$ cat config.mk
export PLATFORM = sky130hd
export DESIGN_NAME = load_cell_adc_reader_top_flat
export DESIGN_NICKNAME = d
export VERILOG_FILES = /design/src/rtl/lcar_pkg.sv /design/src/rtl/lcar_ifs.sv /design/src/rtl/lcar_front.sv /design/src/rtl/lcar_queue.sv /design/src/rtl/lcar_back.sv /design/src/rtl/load_cell_adc_reader_top.sv /design/src/flat_wrapper.sv
export SDC_FILE = /design/constraint.sdc
export NUM_CORES = 1
export LEC_CHECK = 0
export ABC_CLOCK_PERIOD_IN_PS = 3100
export BUFFER_PORTS_ARGS = -buffer_cell sky130_fd_sc_hd__buf_2
export CORE_AREA = 2 2 214 216
export DETAILED_ROUTE_END_ITERATION = 10
export DIE_AREA = 0 0 216 218
export GPL_TIMING_DRIVEN = 0
export HOLD_SLACK_MARGIN = 0.1
export PLACE_DENSITY_LB_ADDON = 0.1
export SYNTH_ARGS = -nofsm -noshare
export SYNTH_HDL_FRONTEND = slang
export SYNTH_HIERARCHICAL = 1
export SYNTH_SLANG_ARGS = --single-unit
$ cat constraint.sdc
create_clock -name i_clk -period 3.1 [get_ports i_clk]
set_input_delay 0.31 -clock i_clk [delete_from_list [all_inputs] [get_ports i_clk]]
set_output_delay 0.31 -clock i_clk [all_outputs]
set_load 0.05 [all_outputs]
$ cat src/rtl/lcar_pkg.sv
// shared constants, types and helpers for the load cell adc reader
`timescale 1ns / 1ps

package lcar_pkg;

    // data and timing widths
    localparam int DATA_BITS     = 24;
    localparam int TIMER_BITS    = 16;
    localparam int HALF_BITS     = 16;
    localparam int FACTOR_BITS   = 32;
    localparam int WEIGHT_BITS   = 32;
    localparam int FRAC_SHIFT    = 24;
    localparam int LEN_BITS      = TIMER_BITS + 1;
    localparam int PULSE_BITS    = $clog2(DATA_BITS + 2);
    localparam int DIV_BITS      = DATA_BITS + FRAC_SHIFT;
    localparam int DIV_CNT_BITS  = $clog2(DIV_BITS + 1);

    // configuration port
    localparam int CFG_IDX_BITS  = 4;
    localparam int CFG_DATA_BITS = 32;
    localparam logic [CFG_IDX_BITS-1:0] REG_HALF_PERIOD     = CFG_IDX_BITS'(0);
    localparam logic [CFG_IDX_BITS-1:0] REG_COUNTS_PER_GRAM = CFG_IDX_BITS'(1);
    localparam logic [HALF_BITS-1:0]    HALF_RESET          = HALF_BITS'(1000);
    localparam logic [FACTOR_BITS-1:0]  FACTOR_RESET        = FACTOR_BITS'(65536);

    // top bit flip for offset binary
    localparam logic [DATA_BITS-1:0] RAW_FLIP = DATA_BITS'(1) << (DATA_BITS - 1);
    localparam logic [WEIGHT_BITS-1:0] WEIGHT_MAX = {WEIGHT_BITS{1'b1}};

    // serial clock phase
    typedef enum logic [2:0] {
        PH_IDLE = 3'b001,
        PH_HIGH = 3'b010,
        PH_LOW  = 3'b100
    } t_phase;

    // divider sequencer
    typedef enum logic [2:0] {
        BK_IDLE = 3'b001,
        BK_DIV  = 3'b010,
        BK_DONE = 3'b100
    } t_back_state;

    // one classified tick handed from front to back
    typedef struct packed {
        logic                 sck;
        logic                 sample;
        logic [DATA_BITS-1:0] raw;
    } t_job;

    // phase length: zero counts as one, capped at the timer range
    function automatic logic [LEN_BITS-1:0] phase_len(input logic [HALF_BITS-1:0] hp);
        logic [32:0] ext;
        logic [32:0] cap;
        ext = 33'(hp);
        cap = 33'(1) << TIMER_BITS;
        if (ext == 33'd0) begin
            ext = 33'd1;
        end
        if (ext > cap) begin
            ext = cap;
        end
        return ext[LEN_BITS-1:0];
    endfunction

endpackage

$ cat src/rtl/lcar_ifs.sv
// handshake channel interfaces for ticks, results and configuration
`timescale 1ns / 1ps

interface lcar_in_if;
    logic valid;
    logic ready;
    logic dout_level;

    modport source (output valid, output dout_level, input ready);
    modport sink   (input valid, input dout_level, output ready);
endinterface

interface lcar_out_if;
    import lcar_pkg::*;
    logic                   valid;
    logic                   ready;
    logic                   sck_level;
    logic                   sample_valid;
    logic [DATA_BITS-1:0]   raw_code;
    logic [WEIGHT_BITS-1:0] weight_grams;
    logic                   weight_saturated;

    modport source (output valid, output sck_level, output sample_valid, output raw_code,
                    output weight_grams, output weight_saturated, input ready);
    modport sink   (input valid, input sck_level, input sample_valid, input raw_code,
                    input weight_grams, input weight_saturated, output ready);
endinterface

interface lcar_cfg_if;
    import lcar_pkg::*;
    logic                     valid;
    logic                     ready;
    logic [CFG_IDX_BITS-1:0]  index;
    logic [CFG_DATA_BITS-1:0] data;

    modport source (output valid, output index, output data, input ready);
    modport sink   (input valid, input index, input data, output ready);
endinterface

$ cat src/rtl/lcar_front.sv
// front end: serial clock sequencer that classifies each tick into a job
`timescale 1ns / 1ps

module lcar_front (
    input  logic                          i_clk,
    input  logic                          i_rst_n,
    input  logic                          i_tick_valid,
    input  logic                          i_dout_level,
    input  logic [lcar_pkg::HALF_BITS-1:0] i_half_period,
    input  logic                          i_push_ready,
    output logic                          o_push_valid,
    output lcar_pkg::t_job                o_job
);
    import lcar_pkg::*;

    t_phase                r_phase,  n_phase;
    logic [PULSE_BITS-1:0] r_pulse,  n_pulse;
    logic [TIMER_BITS-1:0] r_timer,  n_timer;
    logic [DATA_BITS-1:0]  r_shift,  n_shift;

    logic                  accept;
    logic [LEN_BITS-1:0]   len;
    logic [LEN_BITS-1:0]   timer_inc;
    logic                  phase_end;
    logic [PULSE_BITS-1:0] pulse_inc;

    assign accept       = i_tick_valid && i_push_ready;
    assign o_push_valid = i_tick_valid;
    assign len          = phase_len(i_half_period);
    assign timer_inc    = LEN_BITS'(r_timer) + LEN_BITS'(1);
    assign phase_end    = timer_inc >= len;
    assign pulse_inc    = r_pulse + PULSE_BITS'(1);

    // next phase, counters and job for this tick
    always_comb begin
        n_phase      = r_phase;
        n_pulse      = r_pulse;
        n_timer      = r_timer;
        n_shift      = r_shift;
        o_job.sck    = 1'b0;
        o_job.sample = 1'b0;
        o_job.raw    = r_shift ^ RAW_FLIP;
        unique case (r_phase)
            PH_HIGH: begin
                o_job.sck = 1'b1;
                if (phase_end) begin
                    if (r_pulse < PULSE_BITS'(DATA_BITS)) begin
                        n_shift = {r_shift[DATA_BITS-2:0], i_dout_level};
                    end
                    n_phase   = PH_LOW;
                    n_timer   = '0;
                    o_job.sck = 1'b0;
                end else begin
                    n_timer = timer_inc[TIMER_BITS-1:0];
                end
            end
            PH_LOW: begin
                if (phase_end) begin
                    n_timer = '0;
                    if (pulse_inc >= PULSE_BITS'(DATA_BITS + 1)) begin
                        o_job.sample = 1'b1;
                        n_phase      = PH_IDLE;
                        n_pulse      = '0;
                    end else begin
                        n_pulse   = pulse_inc;
                        n_phase   = PH_HIGH;
                        o_job.sck = 1'b1;
                    end
                end else begin
                    n_timer = timer_inc[TIMER_BITS-1:0];
                end
            end
            default: begin
                n_phase = PH_IDLE;
                if (!i_dout_level) begin
                    n_phase   = PH_HIGH;
                    n_pulse   = '0;
                    n_timer   = '0;
                    n_shift   = '0;
                    o_job.sck = 1'b1;
                end
            end
        endcase
    end

    // state registers advance once per accepted tick
    always_ff @(posedge i_clk) begin
        if (!i_rst_n) begin
            r_phase <= PH_IDLE;
            r_pulse <= '0;
            r_timer <= '0;
            r_shift <= '0;
        end else if (accept) begin
            r_phase <= n_phase;
            r_pulse <= n_pulse;
            r_timer <= n_timer;
            r_shift <= n_shift;
        end
    end

endmodule

$ cat src/rtl/lcar_queue.sv
// two-entry job queue between the front end and the divider back end
`timescale 1ns / 1ps

module lcar_queue (
    input  logic           i_clk,
    input  logic           i_rst_n,
    input  logic           i_push_valid,
    input  lcar_pkg::t_job i_push_job,
    output logic           o_push_ready,
    output logic           o_pop_valid,
    output lcar_pkg::t_job o_pop_job,
    input  logic           i_pop
);
    import lcar_pkg::*;

    t_job        r_mem [2];
    logic        r_wr_ptr;
    logic        r_rd_ptr;
    logic [1:0]  r_count;
    logic        push;
    logic        pop;

    assign o_push_ready = r_count != 2'd2;
    assign o_pop_valid  = r_count != 2'd0;
    assign o_pop_job    = r_mem[r_rd_ptr];
    assign push         = i_push_valid && o_push_ready;
    assign pop          = i_pop && o_pop_valid;

    // storage
    always_ff @(posedge i_clk) begin
        if (push) begin
            r_mem[r_wr_ptr] <= i_push_job;
        end
    end

    // pointers and fill level
    always_ff @(posedge i_clk) begin
        if (!i_rst_n) begin
            r_wr_ptr <= 1'b0;
            r_rd_ptr <= 1'b0;
            r_count  <= 2'd0;
        end else begin
            if (push) begin
                r_wr_ptr <= !r_wr_ptr;
            end
            if (pop) begin
                r_rd_ptr <= !r_rd_ptr;
            end
            if (push && !pop) begin
                r_count <= r_count + 2'd1;
            end else if (pop && !push) begin
                r_count <= r_count - 2'd1;
            end
        end
    end

endmodule

$ cat src/rtl/lcar_back.sv
// back end: restoring divider for the weight and the result word register
`timescale 1ns / 1ps

module lcar_back (
    input  logic                             i_clk,
    input  logic                             i_rst_n,
    input  logic                             i_job_valid,
    input  lcar_pkg::t_job                   i_job,
    output logic                             o_job_pop,
    input  logic [lcar_pkg::FACTOR_BITS-1:0] i_counts_per_gram,
    lcar_out_if.source                       o_out
);
    import lcar_pkg::*;

    t_back_state             r_state;
    logic [DIV_CNT_BITS-1:0] r_cnt;
    logic [FACTOR_BITS-1:0]  r_rem;
    logic [DIV_BITS-1:0]     r_quo;
    logic [DATA_BITS-1:0]    r_job_raw;
    logic [DATA_BITS-1:0]    r_last_raw;
    logic [WEIGHT_BITS-1:0]  r_last_weight;

    logic                    r_out_valid;
    logic                    r_out_sck;
    logic                    r_out_sample;
    logic [DATA_BITS-1:0]    r_out_raw;
    logic [WEIGHT_BITS-1:0]  r_out_weight;
    logic                    r_out_sat;

    logic                    slot_free;
    logic                    pass_job;
    logic                    start_div;
    logic                    emit_div;
    logic [FACTOR_BITS:0]    cand;
    logic                    ge;
    logic                    div_sat;
    logic [WEIGHT_BITS-1:0]  div_weight;

    assign slot_free = !r_out_valid || o_out.ready;
    assign pass_job  = (r_state == BK_IDLE) && i_job_valid && !i_job.sample && slot_free;
    assign start_div = (r_state == BK_IDLE) && i_job_valid && i_job.sample;
    assign emit_div  = (r_state == BK_DONE) && slot_free;
    assign o_job_pop = pass_job || start_div;

    // one quotient bit per cycle; a zero factor yields all ones and saturates
    assign cand       = {r_rem, r_quo[DIV_BITS-1]};
    assign ge         = cand >= {1'b0, i_counts_per_gram};
    assign div_sat    = r_quo > DIV_BITS'(WEIGHT_MAX);
    assign div_weight = div_sat ? WEIGHT_MAX : r_quo[WEIGHT_BITS-1:0];

    // divider sequencer
    always_ff @(posedge i_clk) begin
        if (!i_rst_n) begin
            r_state <= BK_IDLE;
            r_cnt   <= '0;
        end else begin
            unique case (r_state)
                BK_IDLE: begin
                    if (start_div) begin
                        r_state <= BK_DIV;
                        r_cnt   <= '0;
                    end
                end
                BK_DIV: begin
                    r_cnt <= r_cnt + DIV_CNT_BITS'(1);
                    if (r_cnt == DIV_CNT_BITS'(DIV_BITS - 1)) begin
                        r_state <= BK_DONE;
                    end
                end
                BK_DONE: begin
                    if (emit_div) begin
                        r_state <= BK_IDLE;
                    end
                end
                default: begin
                    r_state <= BK_IDLE;
                end
            endcase
        end
    end

    // divider datapath
    always_ff @(posedge i_clk) begin
        if (start_div) begin
            r_rem     <= '0;
            r_quo     <= {i_job.raw, {FRAC_SHIFT{1'b0}}};
            r_job_raw <= i_job.raw;
        end else if (r_state == BK_DIV) begin
            r_rem <= ge ? FACTOR_BITS'(cand - {1'b0, i_counts_per_gram})
                        : cand[FACTOR_BITS-1:0];
            r_quo <= {r_quo[DIV_BITS-2:0], ge};
        end
    end

    // last completed sample, held between samples
    always_ff @(posedge i_clk) begin
        if (!i_rst_n) begin
            r_last_raw    <= '0;
            r_last_weight <= '0;
        end else if (emit_div) begin
            r_last_raw    <= r_job_raw;
            r_last_weight <= div_weight;
        end
    end

    // result word register
    always_ff @(posedge i_clk) begin
        if (!i_rst_n) begin
            r_out_valid <= 1'b0;
        end else if (pass_job || emit_div) begin
            r_out_valid <= 1'b1;
        end else if (o_out.ready) begin
            r_out_valid <= 1'b0;
        end
    end

    always_ff @(posedge i_clk) begin
        if (pass_job) begin
            r_out_sck    <= i_job.sck;
            r_out_sample <= 1'b0;
            r_out_raw    <= r_last_raw;
            r_out_weight <= r_last_weight;
            r_out_sat    <= 1'b0;
        end else if (emit_div) begin
            r_out_sck    <= 1'b0;
            r_out_sample <= 1'b1;
            r_out_raw    <= r_job_raw;
            r_out_weight <= div_weight;
            r_out_sat    <= div_sat;
        end
    end

    assign o_out.valid            = r_out_valid;
    assign o_out.sck_level        = r_out_sck;
    assign o_out.sample_valid     = r_out_sample;
    assign o_out.raw_code         = r_out_raw;
    assign o_out.weight_grams     = r_out_weight;
    assign o_out.weight_saturated = r_out_sat;

endmodule

$ cat src/rtl/load_cell_adc_reader_top.sv
// load cell adc reader top level: config registers, front end, job queue, divider back end
// path: a plain tick's word passes through the job queue and the result word register;
// the tick that ends the 25th pulse gives its word once the 48-step bit-serial divider has run
// throughput: one tick per cycle while the job queue has room; a sample tick holds the back end
// while the divider runs, and later ticks wait in the two-entry queue
// reset: synchronous active low, config returns to 1000 ticks and factor 1.0, serial idle
`timescale 1ns / 1ps

module load_cell_adc_reader_top (
    input  logic       i_clk,
    input  logic       i_rst_n,
    lcar_in_if.sink    i_in,
    lcar_out_if.source o_out,
    lcar_cfg_if.sink   i_cfg
);
    import lcar_pkg::*;

    logic [HALF_BITS-1:0]   r_half_period;
    logic [FACTOR_BITS-1:0] r_counts_per_gram;

    logic push_valid;
    logic push_ready;
    t_job push_job;
    logic pop_valid;
    t_job pop_job;
    logic pop;

    // configuration registers
    assign i_cfg.ready = 1'b1;

    always_ff @(posedge i_clk) begin
        if (!i_rst_n) begin
            r_half_period     <= HALF_RESET;
            r_counts_per_gram <= FACTOR_RESET;
        end else if (i_cfg.valid) begin
            unique case (i_cfg.index)
                REG_HALF_PERIOD:     r_half_period     <= i_cfg.data[HALF_BITS-1:0];
                REG_COUNTS_PER_GRAM: r_counts_per_gram <= i_cfg.data[FACTOR_BITS-1:0];
                default: begin
                end
            endcase
        end
    end

    // tick handshake follows queue room
    assign i_in.ready = push_ready;

    lcar_front u_front (
        .i_clk         (i_clk),
        .i_rst_n       (i_rst_n),
        .i_tick_valid  (i_in.valid),
        .i_dout_level  (i_in.dout_level),
        .i_half_period (r_half_period),
        .i_push_ready  (push_ready),
        .o_push_valid  (push_valid),
        .o_job         (push_job)
    );

    lcar_queue u_queue (
        .i_clk        (i_clk),
        .i_rst_n      (i_rst_n),
        .i_push_valid (push_valid),
        .i_push_job   (push_job),
        .o_push_ready (push_ready),
        .o_pop_valid  (pop_valid),
        .o_pop_job    (pop_job),
        .i_pop        (pop)
    );

    lcar_back u_back (
        .i_clk             (i_clk),
        .i_rst_n           (i_rst_n),
        .i_job_valid       (pop_valid),
        .i_job             (pop_job),
        .o_job_pop         (pop),
        .i_counts_per_gram (r_counts_per_gram),
        .o_out             (o_out)
    );

    // a finished sample always leaves the serial clock low
    a_sample_sck_low: assert property (@(posedge i_clk) disable iff (!i_rst_n)
        o_out.valid && o_out.sample_valid |-> !o_out.sck_level)
        else $error("sample word with serial clock high");

    // saturation only on a sample word, with the weight pinned at full scale
    a_sat_full_scale: assert property (@(posedge i_clk) disable iff (!i_rst_n)
        o_out.valid && o_out.weight_saturated |->
            o_out.sample_valid && (o_out.weight_grams == WEIGHT_MAX))
        else $error("saturation flag without full scale sample");

    // a half period write lands in its register
    a_half_write: assert property (@(posedge i_clk) disable iff (!i_rst_n)
        i_cfg.valid && (i_cfg.index == REG_HALF_PERIOD) |=>
            r_half_period == $past(i_cfg.data[HALF_BITS-1:0]))
        else $error("half period write lost");

    // ticks are refused only while the queue is full; checked here as a non-empty queue
    a_ready_queue: assert property (@(posedge i_clk) disable iff (!i_rst_n)
        !i_in.ready |-> pop_valid)
        else $error("tick refused with empty queue");

endmodule
$ cat src/flat_wrapper.sv
// flat-port wrapper written by rule: the top's interface ports become plain ports
module load_cell_adc_reader_top_flat import lcar_pkg::*;
  (i_clk, i_rst_n, i_in_valid, i_in_dout_level, i_in_ready, o_out_valid, o_out_sck_level, o_out_sample_valid, o_out_raw_code, o_out_weight_grams, o_out_weight_saturated, o_out_ready, i_cfg_valid, i_cfg_index, i_cfg_data, i_cfg_ready);
  lcar_in_if i_in_i ();
  lcar_out_if o_out_i ();
  lcar_cfg_if i_cfg_i ();
  input  logic i_clk;
  input  logic i_rst_n;
  input wire logic [$bits(i_in_i.valid)-1:0] i_in_valid;
  input wire logic [$bits(i_in_i.dout_level)-1:0] i_in_dout_level;
  output wire logic [$bits(i_in_i.ready)-1:0] i_in_ready;
  output wire logic [$bits(o_out_i.valid)-1:0] o_out_valid;
  output wire logic [$bits(o_out_i.sck_level)-1:0] o_out_sck_level;
  output wire logic [$bits(o_out_i.sample_valid)-1:0] o_out_sample_valid;
  output wire logic [$bits(o_out_i.raw_code)-1:0] o_out_raw_code;
  output wire logic [$bits(o_out_i.weight_grams)-1:0] o_out_weight_grams;
  output wire logic [$bits(o_out_i.weight_saturated)-1:0] o_out_weight_saturated;
  input wire logic [$bits(o_out_i.ready)-1:0] o_out_ready;
  input wire logic [$bits(i_cfg_i.valid)-1:0] i_cfg_valid;
  input wire logic [$bits(i_cfg_i.index)-1:0] i_cfg_index;
  input wire logic [$bits(i_cfg_i.data)-1:0] i_cfg_data;
  output wire logic [$bits(i_cfg_i.ready)-1:0] i_cfg_ready;
  assign i_in_i.valid = i_in_valid;
  assign i_in_i.dout_level = i_in_dout_level;
  assign i_in_ready = i_in_i.ready;
  assign o_out_valid = o_out_i.valid;
  assign o_out_sck_level = o_out_i.sck_level;
  assign o_out_sample_valid = o_out_i.sample_valid;
  assign o_out_raw_code = o_out_i.raw_code;
  assign o_out_weight_grams = o_out_i.weight_grams;
  assign o_out_weight_saturated = o_out_i.weight_saturated;
  assign o_out_i.ready = o_out_ready;
  assign i_cfg_i.valid = i_cfg_valid;
  assign i_cfg_i.index = i_cfg_index;
  assign i_cfg_i.data = i_cfg_data;
  assign i_cfg_ready = i_cfg_i.ready;
  load_cell_adc_reader_top u_core (.i_clk(i_clk), .i_rst_n(i_rst_n), .i_in(i_in_i), .o_out(o_out_i), .i_cfg(i_cfg_i));
endmodule
==> results of run 1 <==
==> stage by stage <==
step | std cells | power (mW)
final | 2604 | 17.9
after global routing | 2603 | 18.8
after CTS | 2592 | 17.4
after detailed placement | 2459 | 12.2
after global placement | 2459 | 12.2
after floorplan | 1757 | 10.8
==> timing repair <==
action	in CTS	in global routing
gates cloned	3	4
hold buffers	33	0
endpoints found under the hold margin	49	0
gates resized for setup	55	92
pin swaps	24	27
endpoints found under the setup margin	206	194
buffers inserted	22	11
==> power breakdown <==
group          internal (mW)  switching, mW
Combinational           2.65           3.99
Sequential              6.16          0.251
Clock                   2.80           2.05
==> final timing paths <==
kind	cells after the start	to	slack, ns	start
max	14	u_core/u_front/r_shift[4]	-0.05	u_core/u_front/r_timer[0]
min	2	u_core/u_queue/r_wr_ptr	0.14	i_rst_n
max reg2reg	14	u_core/u_front/r_shift[4]	-0.05	u_core/u_front/r_timer[0]
min reg2reg	2	u_core/r_half_period[0]	0.45	u_core/r_half_period[0]
==> critical path, cell delays in order (launching register included) <==
cell and delay [ns]:
sky130_fd_sc_hd__dfxtp_4 0.38, sky130_fd_sc_hd__nand3_4 0.10, sky130_fd_sc_hd__nor3_4 0.25, sky130_fd_sc_hd__nand3_2 0.16, sky130_fd_sc_hd__nor2_4 0.15, sky130_fd_sc_hd__xor2_2 0.22, sky130_fd_sc_hd__ha_1 0.28, sky130_fd_sc_hd__nand4_1 0.13
sky130_fd_sc_hd__nor2_1 0.06, sky130_fd_sc_hd__a32o_2 0.26, sky130_fd_sc_hd__or3_4 0.35, sky130_fd_sc_hd__buf_6 0.14, sky130_fd_sc_hd__o211a_4 0.28, sky130_fd_sc_hd__buf_8 0.15, sky130_fd_sc_hd__o22ai_2 0.16
==> area by class of cell <==
class / instances / area (um2)
Sequential cell: 382 / 9240
Buffer: 124 / 761
Timing Repair inverter: 1 / 7.51
Inverter: 77 / 293
Tap cell: 600 / 751
Clock inverter: 19 / 214
Fill cell: 4230 / 23300
Multi-Input combinational cell: 1170 / 8010
Clock buffer: 57 / 1120
Timing Repair Buffer: 173 / 1190
Antenna cell: 1 / 2.50
==> state kept, by name (all words and copies together) (netlist names), 5 cells and up, named ones only <==
name and flops:
u_core/u_back/r_last_raw 24, u_core/u_back/o_out.raw_code 24, u_core/u_queue/r_mem 52, u_core/r_counts_per_gram 32, u_core/u_back/o_out.weight_grams 32, u_core/u_back/r_cnt 6, u_core/r_half_period 16, u_core/u_front/r_shift 24
u_core/u_back/r_last_weight 32, u_core/u_front/r_timer 16, u_core/u_back/r_rem 32, u_core/u_back/r_job_raw 24, u_core/u_front/r_pulse 5, u_core/u_back/r_quo 48
==> cells by family after synthesis <==
kind of cell             after synthesis  synth area share, %
multiplexers                          99                 5.95
buffers and inverters                206                 5.56
AND/OR/NAND/NOR                      579                 15.2
flip-flops                           382                 52.1
other                                  1               0.0212
AO/OA/AOI/OAI                        392                 15.2
XOR/XNOR                              44                 2.18
adder cells (fa/ha/maj)               54                 3.86
==> per-layer routing <==
layer  GRT usage [%]  wire length, um  up-vias
li1                -                -     6662
met2            30.3            20300      257
met4            5.41              845        0
met5               0                0        -
met1            24.5            20500     6389
met3            2.76             1630       53
==> cell usage in the layout, fill, tap and decap left out, types with 50 or more instances in the layout <==
master,count
sky130_fd_sc_hd__nand2_1,281
sky130_fd_sc_hd__dfxtp_1,216
sky130_fd_sc_hd__edfxtp_1,157
sky130_fd_sc_hd__buf_2,111
sky130_fd_sc_hd__nor2_1,103
sky130_fd_sc_hd__o21ai_0,89
sky130_fd_sc_hd__a21oi_1,78
sky130_fd_sc_hd__clkbuf_1,75
sky130_fd_sc_hd__inv_1,73
sky130_fd_sc_hd__buf_4,63
sky130_fd_sc_hd__mux2_2,50
==> parameters.txt, run 1 <==
Parameter                              Value

Floorplanning
  Width of the die ... 216 um
  Chip height ... 218 um
  Top-level I/O count ... 104
  Floorplan row count ... 78
  Placeable core area ... 0.0449 mm2
  Area of the die ... 0.0471 mm2
  Initial cell density of the core ... 39.4%

Placed design
  Worst slack, placed ... -0.921 ns
  Detail Placement HPWL ... 30200 um
  Routability-driven placement congestion ratio ... 0.849
  Port bufs ... 102
  Area post-placement ... 0.0190 mm2

Clocking
  Insertion delay to the later sink of the worst-skew pair ... 0.57 ns
  Clock sink count ... 382
  Clock tree from TritonCTS ... done
  TritonCTS buffer count ... 41
  Worst-case clock buffer depth ... 3
  Reg clk slew, reported paths ... 0.06 ns
  Depth of the CTS H-tree ... 2
  Root buffer cell ... sky130_fd_sc_hd__clkbuf_16

Timing
  Smallest hold slack ... 0.140 ns
  Setup_tns ... -0.768 ns
  Clock skew ... 0.0163 ns
  Number of setup violations in the final report ... 21
  Top achievable clock speed ... 317 MHz
  Final max-slew violation count ... 0
  Period utilization ... 102%
  Pin slew with the least headroom to its limit ... 1.24 ns
  Unrepaired setup endpoints after global routing ... true
  Count of final hold-check violations ... 0
  Setup WS post-layout ... -0.0524 ns
  Min cycle time layout ... 3.15 ns
  Normalized max-slew margin ... 17.6%

Power
  Power density normalized to cell area ... 829 mW/mm2
  IR Drop Worst-Case VDD ... 503 uV
  Leakage power summed over all cells ... 8.60 nW

Detailed routing
  Via Count ... 13.4k
  Detailed Route WL ... 43300 um
  Via count normalized by instance count ... 5.13
  Number of nets with antenna violations after routing ... 0
  DRT Pass-1 Iters ... 5
  Number of remaining DRC errors ... 0
  DRC violation total after the first TritonRoute iteration ... 812
  Avg WL per Cell ... 16.6 um

Synthesis
  Share of the synthesized area in the top cell type ... 26.6%
  Post-synthesis instance area ... 0.0177 mm2
  Synth Register Bits ... 382
  Most area-consuming cells after synthesis ... sky130_fd_sc_hd__edfxtp_1, sky130_fd_sc_hd__dfxtp_1, sky130_fd_sc_hd__nand2_1
  Synth Warn # ... 6
  Biggest area consumer among synthesized cells ... sky130_fd_sc_hd__edfxtp_1
  Cell count after synthesis ... 1757
  Syn_nets ... 1853
  Most instantiated library cell after synthesis ... sky130_fd_sc_hd__nand2_1
  Post-synthesis cell type count ... 85
  Average footprint of a synthesized cell ... 10.1 um2
  Synth top cells by count ... sky130_fd_sc_hd__nand2_1, sky130_fd_sc_hd__dfxtp_1, sky130_fd_sc_hd__edfxtp_1, sky130_fd_sc_hd__nor2_1, sky130_fd_sc_hd__o21ai_0
  Post-synthesis sequential area ratio ... 52.1%
  Number of enable flip-flop cells after synthesis ... 157
  Most frequently used flop master after synthesis ... sky130_fd_sc_hd__dfxtp_1
  Async S/R FF share, synth ... 0%

Critical path
  Type of destination of the critical path ... flip-flop
  Required time worst endpoint ... 3.60 ns
  CP arrival ... 3.65 ns
  Biggest fanout along the worst timing path ... 10
  Type of origin of the critical path ... flip-flop
  Worst Setup Path Type ... reg2reg

Run status
  Status ... finished, violations left
  Failing checks ... setup timing

GRT
  Global-route usage over all layers ... 18.2%
  First-pass GRT wire length ... 69300 um
  Initial antenna violation count ... 1
  Sum of overflow across all layers after global routing ... 0
  Pin count of the biggest net entering global routing ... 59
  Via count of the first global-routing pass ... 13.1k

Final layout
  Fraction of layout cells with a size suffix above 1 ... 21.2%
  Layout overhead on the synthesized area ... 22.0%
  Design Area, Final ... 0.0216 mm2
  Total Nets Final ... 2066
  Utilization after layout ... 48.1%

Worst hold path
  Class of the worst hold path ... in2reg

Flow run
  Max-capacitance violation count ... 0
(Power assumes the default switching activity.)
==> run 2, diff against run 1 <==
ABC_AREA = 1   (was unset)
CORE_AREA = 2 2 188 190   (was 2 2 214 216)
DIE_AREA = 0 0 190 192   (was 0 0 216 218)
==> parameters.txt, run 2 <==
Parameter                              Value

Timing
  Setup_tns ... 0 ns
  Number of setup violations in the final report ... 0
  Top achievable clock speed ... 336 MHz
  Min cycle time layout ... 2.97 ns
  Smallest hold slack ... 0.129 ns
  Normalized max-slew margin ... 43.5%
  Period utilization ... 95.9%
  Clock skew ... 0.0152 ns
  Pin slew with the least headroom to its limit ... 0.847 ns
  Final max-slew violation count ... 0
  Count of final hold-check violations ... 0

Critical path
  CP arrival ... 3.47 ns
  Required time worst endpoint ... 3.60 ns
  FF-to-FF path depth ... 20
  Most used cell, CP ... sky130_fd_sc_hd__nor2_4
  Worst Setup Path Type ... reg2reg
  Critical register-to-register path startpoint ... u_core/u_front/r_timer[0]
  Type of origin of the critical path ... flip-flop
  Biggest fanout along the worst timing path ... 5
  Biggest cell delay along the critical path ... 0.38 ns
  Cell with the biggest individual delay on the critical path ... sky130_fd_sc_hd__dfxtp_4
  List of cells traversed by the critical path ... ha_2 -> nand2_2 -> nor2_4 -> nand2_4 -> nor2_4 -> nand2_4 -> nor2_1 -> nor2_1 -> nor2_2 -> ha_1 -> nand2_1 -> nand2_1 -> a21oi_2 -> o21ai_2 -> nor2_4 -> nand3_4 -> nor2_8 -> clkbuf_16 -> nand2_2 -> a21oi_2
  Kind of cell with the highest combined delay on the critical path ... simple AND/OR/NAND/NOR gates
  Flop-to-flop setup slack ... 0.13 ns
  Reg-to-Reg End ... u_core/u_front/r_timer[14]
  Type of destination of the critical path ... flip-flop
  Buf/Inv on CP ... 1

Final layout
  Max FFs per register ... 52
  Most frequent cells in the layout ... sky130_fd_sc_hd__nand2_1, sky130_fd_sc_hd__inv_1, sky130_fd_sc_hd__dfxtp_1
  Filler-free cell count of the finished design ... 2972
  Most frequent standard cell in the layout excluding fill and tap cells ... sky130_fd_sc_hd__nand2_1
  Reg with most FFs ... u_core/u_queue/r_mem
  Fraction of layout cells with a size suffix above 1 ... 13.9%
  Total Nets Final ... 2581
  Layout overhead on the synthesized area ... 14.7%
  Ant diodes ... 0
  Largest registers ranked by flip-flop count ... u_core/u_queue/r_mem (52), u_core/u_back/r_quo (48)
  Utilization after layout ... 63.7%

Flow run
  Max-capacitance violation count ... 0

Worst hold path
  Class of the worst hold path ... in2reg
  End of the worst hold path ... u_core/r_counts_per_gram[15]
  Worst hold start ... i_cfg_data[15]
  Hold Path Stages ... 5

Floorplanning
  Top-level I/O count ... 104
  Width of the die ... 190 um
  Floorplan row count ... 68
  Area of the die ... 0.0365 mm2
  Placeable core area ... 0.0343 mm2
  Initial cell density of the core ... 55.5%
  Chip height ... 192 um

Synthesis
  Most instantiated library cell after synthesis ... sky130_fd_sc_hd__nand2_1
  Synth Warn # ... 6
  Post-synthesis instance area ... 0.0190 mm2
  Async S/R FF share, synth ... 0%
  Post-synthesis cell type count ... 58
  Most frequently used flop master after synthesis ... sky130_fd_sc_hd__dfxtp_1
  Cell count after synthesis ... 2309
  Biggest area consumer among synthesized cells ... sky130_fd_sc_hd__edfxtp_1
  Post-synthesis sequential area ratio ... 48.4%
  Synth Register Bits ... 382
  Most area-consuming cells after synthesis ... sky130_fd_sc_hd__edfxtp_1, sky130_fd_sc_hd__dfxtp_1, sky130_fd_sc_hd__nand2_1
  Average footprint of a synthesized cell ... 8.24 um2
  Share of the synthesized area in the top cell type ... 24.8%
  Number of enable flip-flop cells after synthesis ... 157
  Synth top cells by count ... sky130_fd_sc_hd__nand2_1, sky130_fd_sc_hd__inv_1, sky130_fd_sc_hd__dfxtp_1, sky130_fd_sc_hd__nor2_1, sky130_fd_sc_hd__edfxtp_1
  Syn_nets ... 2405

GRT
  Pin count of the biggest net entering global routing ... 39
  Global-route usage over all layers ... 24.7%
  Sum of overflow across all layers after global routing ... 0
  First-pass GRT wire length ... 72700 um
  Initial antenna violation count ... 1
  Via count of the first global-routing pass ... 14.6k

Detailed routing
  Via Count ... 15.5k
  Met2 routed WL ... 21500 um
  Met3 routed wirelength ... 2200 um
  Detailed Route WL ... 44700 um
  Avg WL per Cell ... 15.0 um
  Number of remaining DRC errors ... 0
  Number of nets with antenna violations after routing ... 0
  DRC violation total after the first TritonRoute iteration ... 969
  Uppermost routed layer ... met5
  Met1 routed wirelength after detailed routing ... 20000 um
  Via count normalized by instance count ... 5.21
  DRT Pass-1 Iters ... 5

Placed design
  Number of placed instances with taps included ... 2868
  Routability-driven placement congestion ratio ... 0.937
  Port bufs ... 101
  Detail Placement HPWL ... 33400 um

Power
  IR Drop Worst-Case VDD ... 1280 uV
  Power density normalized to cell area ... 1140 mW/mm2
  Leakage power summed over all cells ... 9.80 nW

Run status
  Status ... complete, no violations

Clocking
  Depth of the CTS H-tree ... 2
  Insertion delay to the later sink of the worst-skew pair ... 0.57 ns
  Root buffer cell ... sky130_fd_sc_hd__clkbuf_16
  TritonCTS buffer count ... 40
  Clock tree from TritonCTS ... done
  Worst-case clock buffer depth ... 3
  Reg clk slew, reported paths ... 0.06 ns
  Clock sink count ... 382
run 2: cell count changes after synthesis, moves of 21 or more:
cell,previous run,this run
sky130_fd_sc_hd__a22oi_1,0,23
sky130_fd_sc_hd__mux2_2,50,6
sky130_fd_sc_hd__mux2i_1,49,0
sky130_fd_sc_hd__o211a_1,32,0
sky130_fd_sc_hd__nor2_1,109,213
sky130_fd_sc_hd__clkbuf_1,72,47
sky130_fd_sc_hd__o21ai_0,95,128
sky130_fd_sc_hd__nand3_1,38,92
sky130_fd_sc_hd__nand2_1,288,563
sky130_fd_sc_hd__inv_1,75,314
sky130_fd_sc_hd__o22ai_1,22,1
sky130_fd_sc_hd__a21boi_0,30,0
sky130_fd_sc_hd__nand4_1,31,74
sky130_fd_sc_hd__a21oi_1,80,114
run 2: cell families (layout without fill, tap and decap cells):
| family | count (synthesis) | in the layout | share of synthesized area [%] |
|---|---|---|---|
| simple gates | 1048 | 1048 | 24.5 |
| buf+inv | 447 | 655 | 10.4 |
| flops | 382 | 382 | 48.4 |
| compound gates | 324 | 324 | 9.85 |
| fa+ha+maj | 54 | 54 | 3.59 |
| xor+xnor | 27 | 27 | 1.28 |
| mux | 26 | 26 | 1.93 |
| other cells | 1 | 1 | 0.0197 |
run 2: area by class of cell:
cell class                 instances  area [um2]
fill                            2969       12400
sequential                       382        9230
multi-input combinational       1480        7940
inverter                         322        1210
clock buffer                      60        1120
timing repair buffer             135         896
buffer                           124         758
tap                              455         569
clock inverter                    14         130
run 2: metrics by stage:
stage	instance area, um2	worst slack [ns]	total power, mW
6_report	21800	0.126	24.9
5_1_grt	21800	-0.00253	26.8
4_1_cts	21700	0.00796	25.0
3_5_place_dp	20200	-0.326	20.4
3_3_place_gp	20100	-0.599	20.2
2_1_floorplan	19000	0.109	17.1
run 2: metal layers:
metal	vias to the layer above	track usage, %
met5	-	0
met1	7180	32.0
li1	7867	-
met4	2	7.72
met2	375	42.9
met3	63	3.23
run 2: timing repair:
action | CTS | global route
endpoints found under the hold margin | 27 | 0
gates resized for setup | 12 | 13
cloned | 0 | 1
pin swaps | 1 | 4
hold buffers | 26 | 0
endpoints found under the setup margin | 51 | 54
setup buffers | 0 | 4
run 2: where the power goes:
| part | switching, mW | total [mW] | internal, mW |
|---|---|---|---|
| combinational | 9.06 | 13.5 | 4.46 |
| clock | 1.96 | 4.56 | 2.60 |
| sequential | 0.413 | 6.85 | 6.44 |
| total | 11.4 | 24.9 | 13.5 |
run 2: how the worst max path moves through the flow:
stage                               from                             endpoint  slack [ns]  cells after the start
2_1_floorplan                  flip-flop      u_core/u_back/o_out.raw_code[0]        0.11                      9
3_3_place_gp                   flip-flop  u_core/u_back/o_out.weight_grams[3]       -0.60                      9
3_5_place_dp   u_core/u_front/r_timer[0]          u_core/u_queue/r_mem[1][24]       -0.33                     17
4_1_cts        u_core/u_front/r_timer[1]            u_core/u_front/r_timer[2]       0.008                     20
5_1_grt        u_core/u_front/r_timer[0]           u_core/u_front/r_shift[19]      -0.003                     20
6_report       u_core/u_front/r_timer[0]           u_core/u_front/r_timer[14]        0.13                     20
run 2: worst register-to-register path: stages (launching register included):
cell and delay (ns):
sky130_fd_sc_hd__dfxtp_4 0.38, sky130_fd_sc_hd__ha_2 0.20, sky130_fd_sc_hd__nand2_2 0.07, sky130_fd_sc_hd__nor2_4 0.15, sky130_fd_sc_hd__nand2_4 0.10, sky130_fd_sc_hd__nor2_4 0.14, sky130_fd_sc_hd__nand2_4 0.09, sky130_fd_sc_hd__nor2_1 0.10
sky130_fd_sc_hd__nor2_1 0.06, sky130_fd_sc_hd__nor2_2 0.14, sky130_fd_sc_hd__ha_1 0.27, sky130_fd_sc_hd__nand2_1 0.08, sky130_fd_sc_hd__nand2_1 0.06, sky130_fd_sc_hd__a21oi_2 0.13, sky130_fd_sc_hd__o21ai_2 0.08, sky130_fd_sc_hd__nor2_4 0.20
sky130_fd_sc_hd__nand3_4 0.14, sky130_fd_sc_hd__nor2_8 0.19, sky130_fd_sc_hd__clkbuf_16 0.18, sky130_fd_sc_hd__nand2_2 0.05, sky130_fd_sc_hd__a21oi_2 0.11
==> run 3, diff against run 2 <==
CORE_AREA = 2 2 183 185   (was 2 2 188 190)
DIE_AREA = 0 0 185 187   (was 0 0 190 192)
SYNTH_HIERARCHICAL = unset   (was 1)
==> parameters.txt, run 3 <==
Parameter                              Value

GRT
  Initial antenna violation count ... 1
  Sum of overflow across all layers after global routing ... 0
  First-pass GRT wire length ... 70800 um
  Global-route usage over all layers ... 25.4%
  Via count of the first global-routing pass ... 14.3k
  Pin count of the biggest net entering global routing ... 44

Timing
  Count of final hold-check violations ... 0
  Min cycle time layout ... 2.94 ns
  Final max-slew violation count ... 0
  Period utilization ... 94.9%
  Unrepaired setup endpoints after global routing ... true
  Setup_tns ... 0 ns
  Normalized max-slew margin ... 42.9%
  Clock skew ... 0.0176 ns
  Smallest hold slack ... 0.128 ns
  Number of setup violations in the final report ... 0
  Pin slew with the least headroom to its limit ... 0.856 ns
  Setup WS post-layout ... 0.159 ns
  Top achievable clock speed ... 340 MHz

Detailed routing
  DRT Pass-1 Iters ... 5
  DRC violation total after the first TritonRoute iteration ... 922
  Number of nets with antenna violations after routing ... 0
  Number of remaining DRC errors ... 0
  Avg WL per Cell ... 15.5 um
  Detailed Route WL ... 43600 um
  Via Count ... 14.8k
  Via count normalized by instance count ... 5.26

Synthesis
  Cell count after synthesis ... 2149
  Most instantiated library cell after synthesis ... sky130_fd_sc_hd__nand2_1
  Post-synthesis cell type count ... 48
  Post-synthesis instance area ... 0.0177 mm2
  Most frequently used flop master after synthesis ... sky130_fd_sc_hd__dfxtp_1
  Post-synthesis sequential area ratio ... 52.0%
  Synth Register Bits ... 382
  Synth top cells by count ... sky130_fd_sc_hd__nand2_1, sky130_fd_sc_hd__inv_1, sky130_fd_sc_hd__dfxtp_1, sky130_fd_sc_hd__a21oi_1, sky130_fd_sc_hd__o21ai_0
  Biggest area consumer among synthesized cells ... sky130_fd_sc_hd__edfxtp_1
  Share of the synthesized area in the top cell type ... 26.6%
  Synth Warn # ... 0
  Number of enable flip-flop cells after synthesis ... 157
  Syn_nets ... 2245
  Average footprint of a synthesized cell ... 8.25 um2
  Async S/R FF share, synth ... 0%
  Most area-consuming cells after synthesis ... sky130_fd_sc_hd__edfxtp_1, sky130_fd_sc_hd__dfxtp_1, sky130_fd_sc_hd__nand2_1

Critical path
  Type of destination of the critical path ... flip-flop
  Cell with the biggest individual delay on the critical path ... sky130_fd_sc_hd__dfxtp_4
  Worst Setup Path Type ... reg2reg
  List of cells traversed by the critical path ... ha_4 -> nand3_4 -> nor2_4 -> nand2_4 -> nor2_4 -> xor2_1 -> inv_2 -> ha_4 -> nand4_1 -> nor2_1 -> nand2_1 -> nand2_1 -> nand2_1 -> nand2_2 -> nand2_2 -> nand4_1 -> buf_4 -> buf_6 -> buf_8 -> o21ai_4
  Biggest cell delay along the critical path ... 0.39 ns
  Biggest fanout along the worst timing path ... 10
  FF-to-FF path depth ... 20
  Type of origin of the critical path ... flip-flop
  Required time worst endpoint ... 3.37 ns
  CP arrival ... 3.22 ns
  Most used cell, CP ... sky130_fd_sc_hd__nand2_1

Clocking
  Insertion delay to the later sink of the worst-skew pair ... 0.55 ns
  Clock tree from TritonCTS ... done
  Worst-case clock buffer depth ... 3
  Clock sink count ... 382
  Reg clk slew, reported paths ... 0.06 ns
  TritonCTS buffer count ... 42
  Root buffer cell ... sky130_fd_sc_hd__clkbuf_16
  Depth of the CTS H-tree ... 2

Final layout
  Ant diodes ... 0
  Utilization after layout ... 63.1%
  Reg with most FFs ... u_core.u_queue.r_mem
  Largest registers ranked by flip-flop count ... u_core.u_queue.r_mem (52), u_core.u_back.r_quo (48)
  Max FFs per register ... 52
  Filler instances ... 2886
  Most frequent standard cell in the layout excluding fill and tap cells ... sky130_fd_sc_hd__nand2_1
  Most frequent cells in the layout ... sky130_fd_sc_hd__nand2_1, sky130_fd_sc_hd__inv_1, sky130_fd_sc_hd__dfxtp_1
  Layout overhead on the synthesized area ... 16.9%
  Fraction of layout cells with a size suffix above 1 ... 10.7%
  Total Nets Final ... 2430
  Design Area, Final ... 0.0207 mm2
  Filler-free cell count of the finished design ... 2814

Flow run
  Max-capacitance violation count ... 0

Floorplanning
  Top-level I/O count ... 104
  Initial cell density of the core ... 54.0%
  Chip height ... 187 um
  Area of the die ... 0.0346 mm2
  Placeable core area ... 0.0329 mm2
  Floorplan row count ... 67
  Width of the die ... 185 um

Power
  Net Sw Frac ... 39.4%
  IR Drop Worst-Case VDD ... 633 uV
  Leakage power summed over all cells ... 9.05 nW
  Internal power of the cells ... 11.5 mW
  Clock group share of total power ... 25.9%
  Flop pwr share ... 35.3%
  Power density normalized to cell area ... 918 mW/mm2
  Post-layout power ... 19.0 mW
  Net Switching ... 7.50 mW
  Combinational share of power ... 38.8%

Run status
  Status ... complete, no violations

Placed design
  Worst slack, placed ... -0.828 ns
  Number of placed instances with taps included ... 2701
  Detail Placement HPWL ... 32200 um
  Area post-placement ... 0.0189 mm2
  Routability-driven placement congestion ratio ... 0.911
  Port bufs ... 101

Worst hold path
  Class of the worst hold path ... in2reg
  Hold Path Stages ... 3
-- run 3: cell types whose count changed in the layout (fill, tap and decap cells not counted), sizes merged, moves of 9 or more --
cell	previous run	this run
nor2	227	145
inv	324	247
a21oi	125	201
o21ai	133	202
nand4	74	32
buf	186	149
nand2	588	554
nand3b	34	2
mux2	26	0
clkbuf	107	124
or2	0	11
a32o	9	0
-- run 3: cells by family (layout without fill, tap and decap cells) --
group,after synthesis,count (layout),synth area share (%)
compound gates,468,468,14.3
xor+xnor,36,36,1.78
fa+ha+maj,54,54,3.85
buf+inv,347,564,7.90
flops,382,382,52.0
other cells,1,1,0.0211
simple gates,861,861,20.2
-- run 3: worst paths after layout --
| kind | from | end | slack [ns] |
|---|---|---|---|
| setup / recovery | u_core.u_front.r_timer[0] | u_core.u_queue.r_mem[0][25] | 0.16 |
| hold / removal | i_cfg_data[1] | u_core.r_half_period[1] | 0.13 |
| setup reg to reg | u_core.u_front.r_timer[0] | u_core.u_queue.r_mem[0][25] | 0.16 |
| hold reg to reg | u_core.u_back.r_last_raw[2] | u_core.u_back.r_last_raw[2] | 0.44 |
-- run 3: final cells by class --
cell class	instances	area, um2	area share [%]
clock inverters	16	211	1.02
flip-flops and latches	382	9230	44.5
well taps	448	561	2.70
repair buffers	141	920	4.44
inverters	247	927	4.47
multi-input cells	1420	7240	34.9
plain buffers	100	498	2.40
clock buffers	60	1150	5.54
-- run 3: power groups by stage --
stage / Clock, mW / Combinational, mW / Sequential (mW)
finish: 4.93 / 7.38 / 6.73
global route: 5.21 / 8.16 / 6.81
CTS: 5.01 / 7.36 / 6.72
detailed placement: 0 / 7.27 / 6.82
global placement: 0 / 7.14 / 6.84
floorplan: 0 / 4.63 / 7.45
-- run 3: what timing repair did --
item | in CTS | in global routing
endpoints found under the hold margin | 31 | 0
endpoints found under the setup margin | 52 | 46
pin swaps | 4 | 5
hold buffers | 28 | 0
setup buffers | 6 | 3
gates resized for setup | 17 | 27
-- run 3: per-layer routing --
| metal | vias to the layer above | share of wire, % | track usage (%) |
|---|---|---|---|
| li1 | 7490 | - | - |
| met1 | 6818 | 47 | 35.2 |
| met2 | 391 | 45 | 41.3 |
| met3 | 98 | 4.8 | 3.08 |
| met4 | 0 | 3.2 | 8.70 |
| met5 | - | 0 | 0 |
-- run 3: worst max-delay path, delay by kind of cell (launching register included) --
| kind | cells | cell delay (ns) |
|---|---|---|
| buffers and inverters | 4 | 0.46 |
| and+or+nand+nor | 12 | 1.13 |
| adders and majority gates | 2 | 0.42 |
| AOI/OAI and AO/OA | 1 | 0.07 |
| DFF | 1 | 0.39 |
| xor gates and xnor gates | 1 | 0.18 |
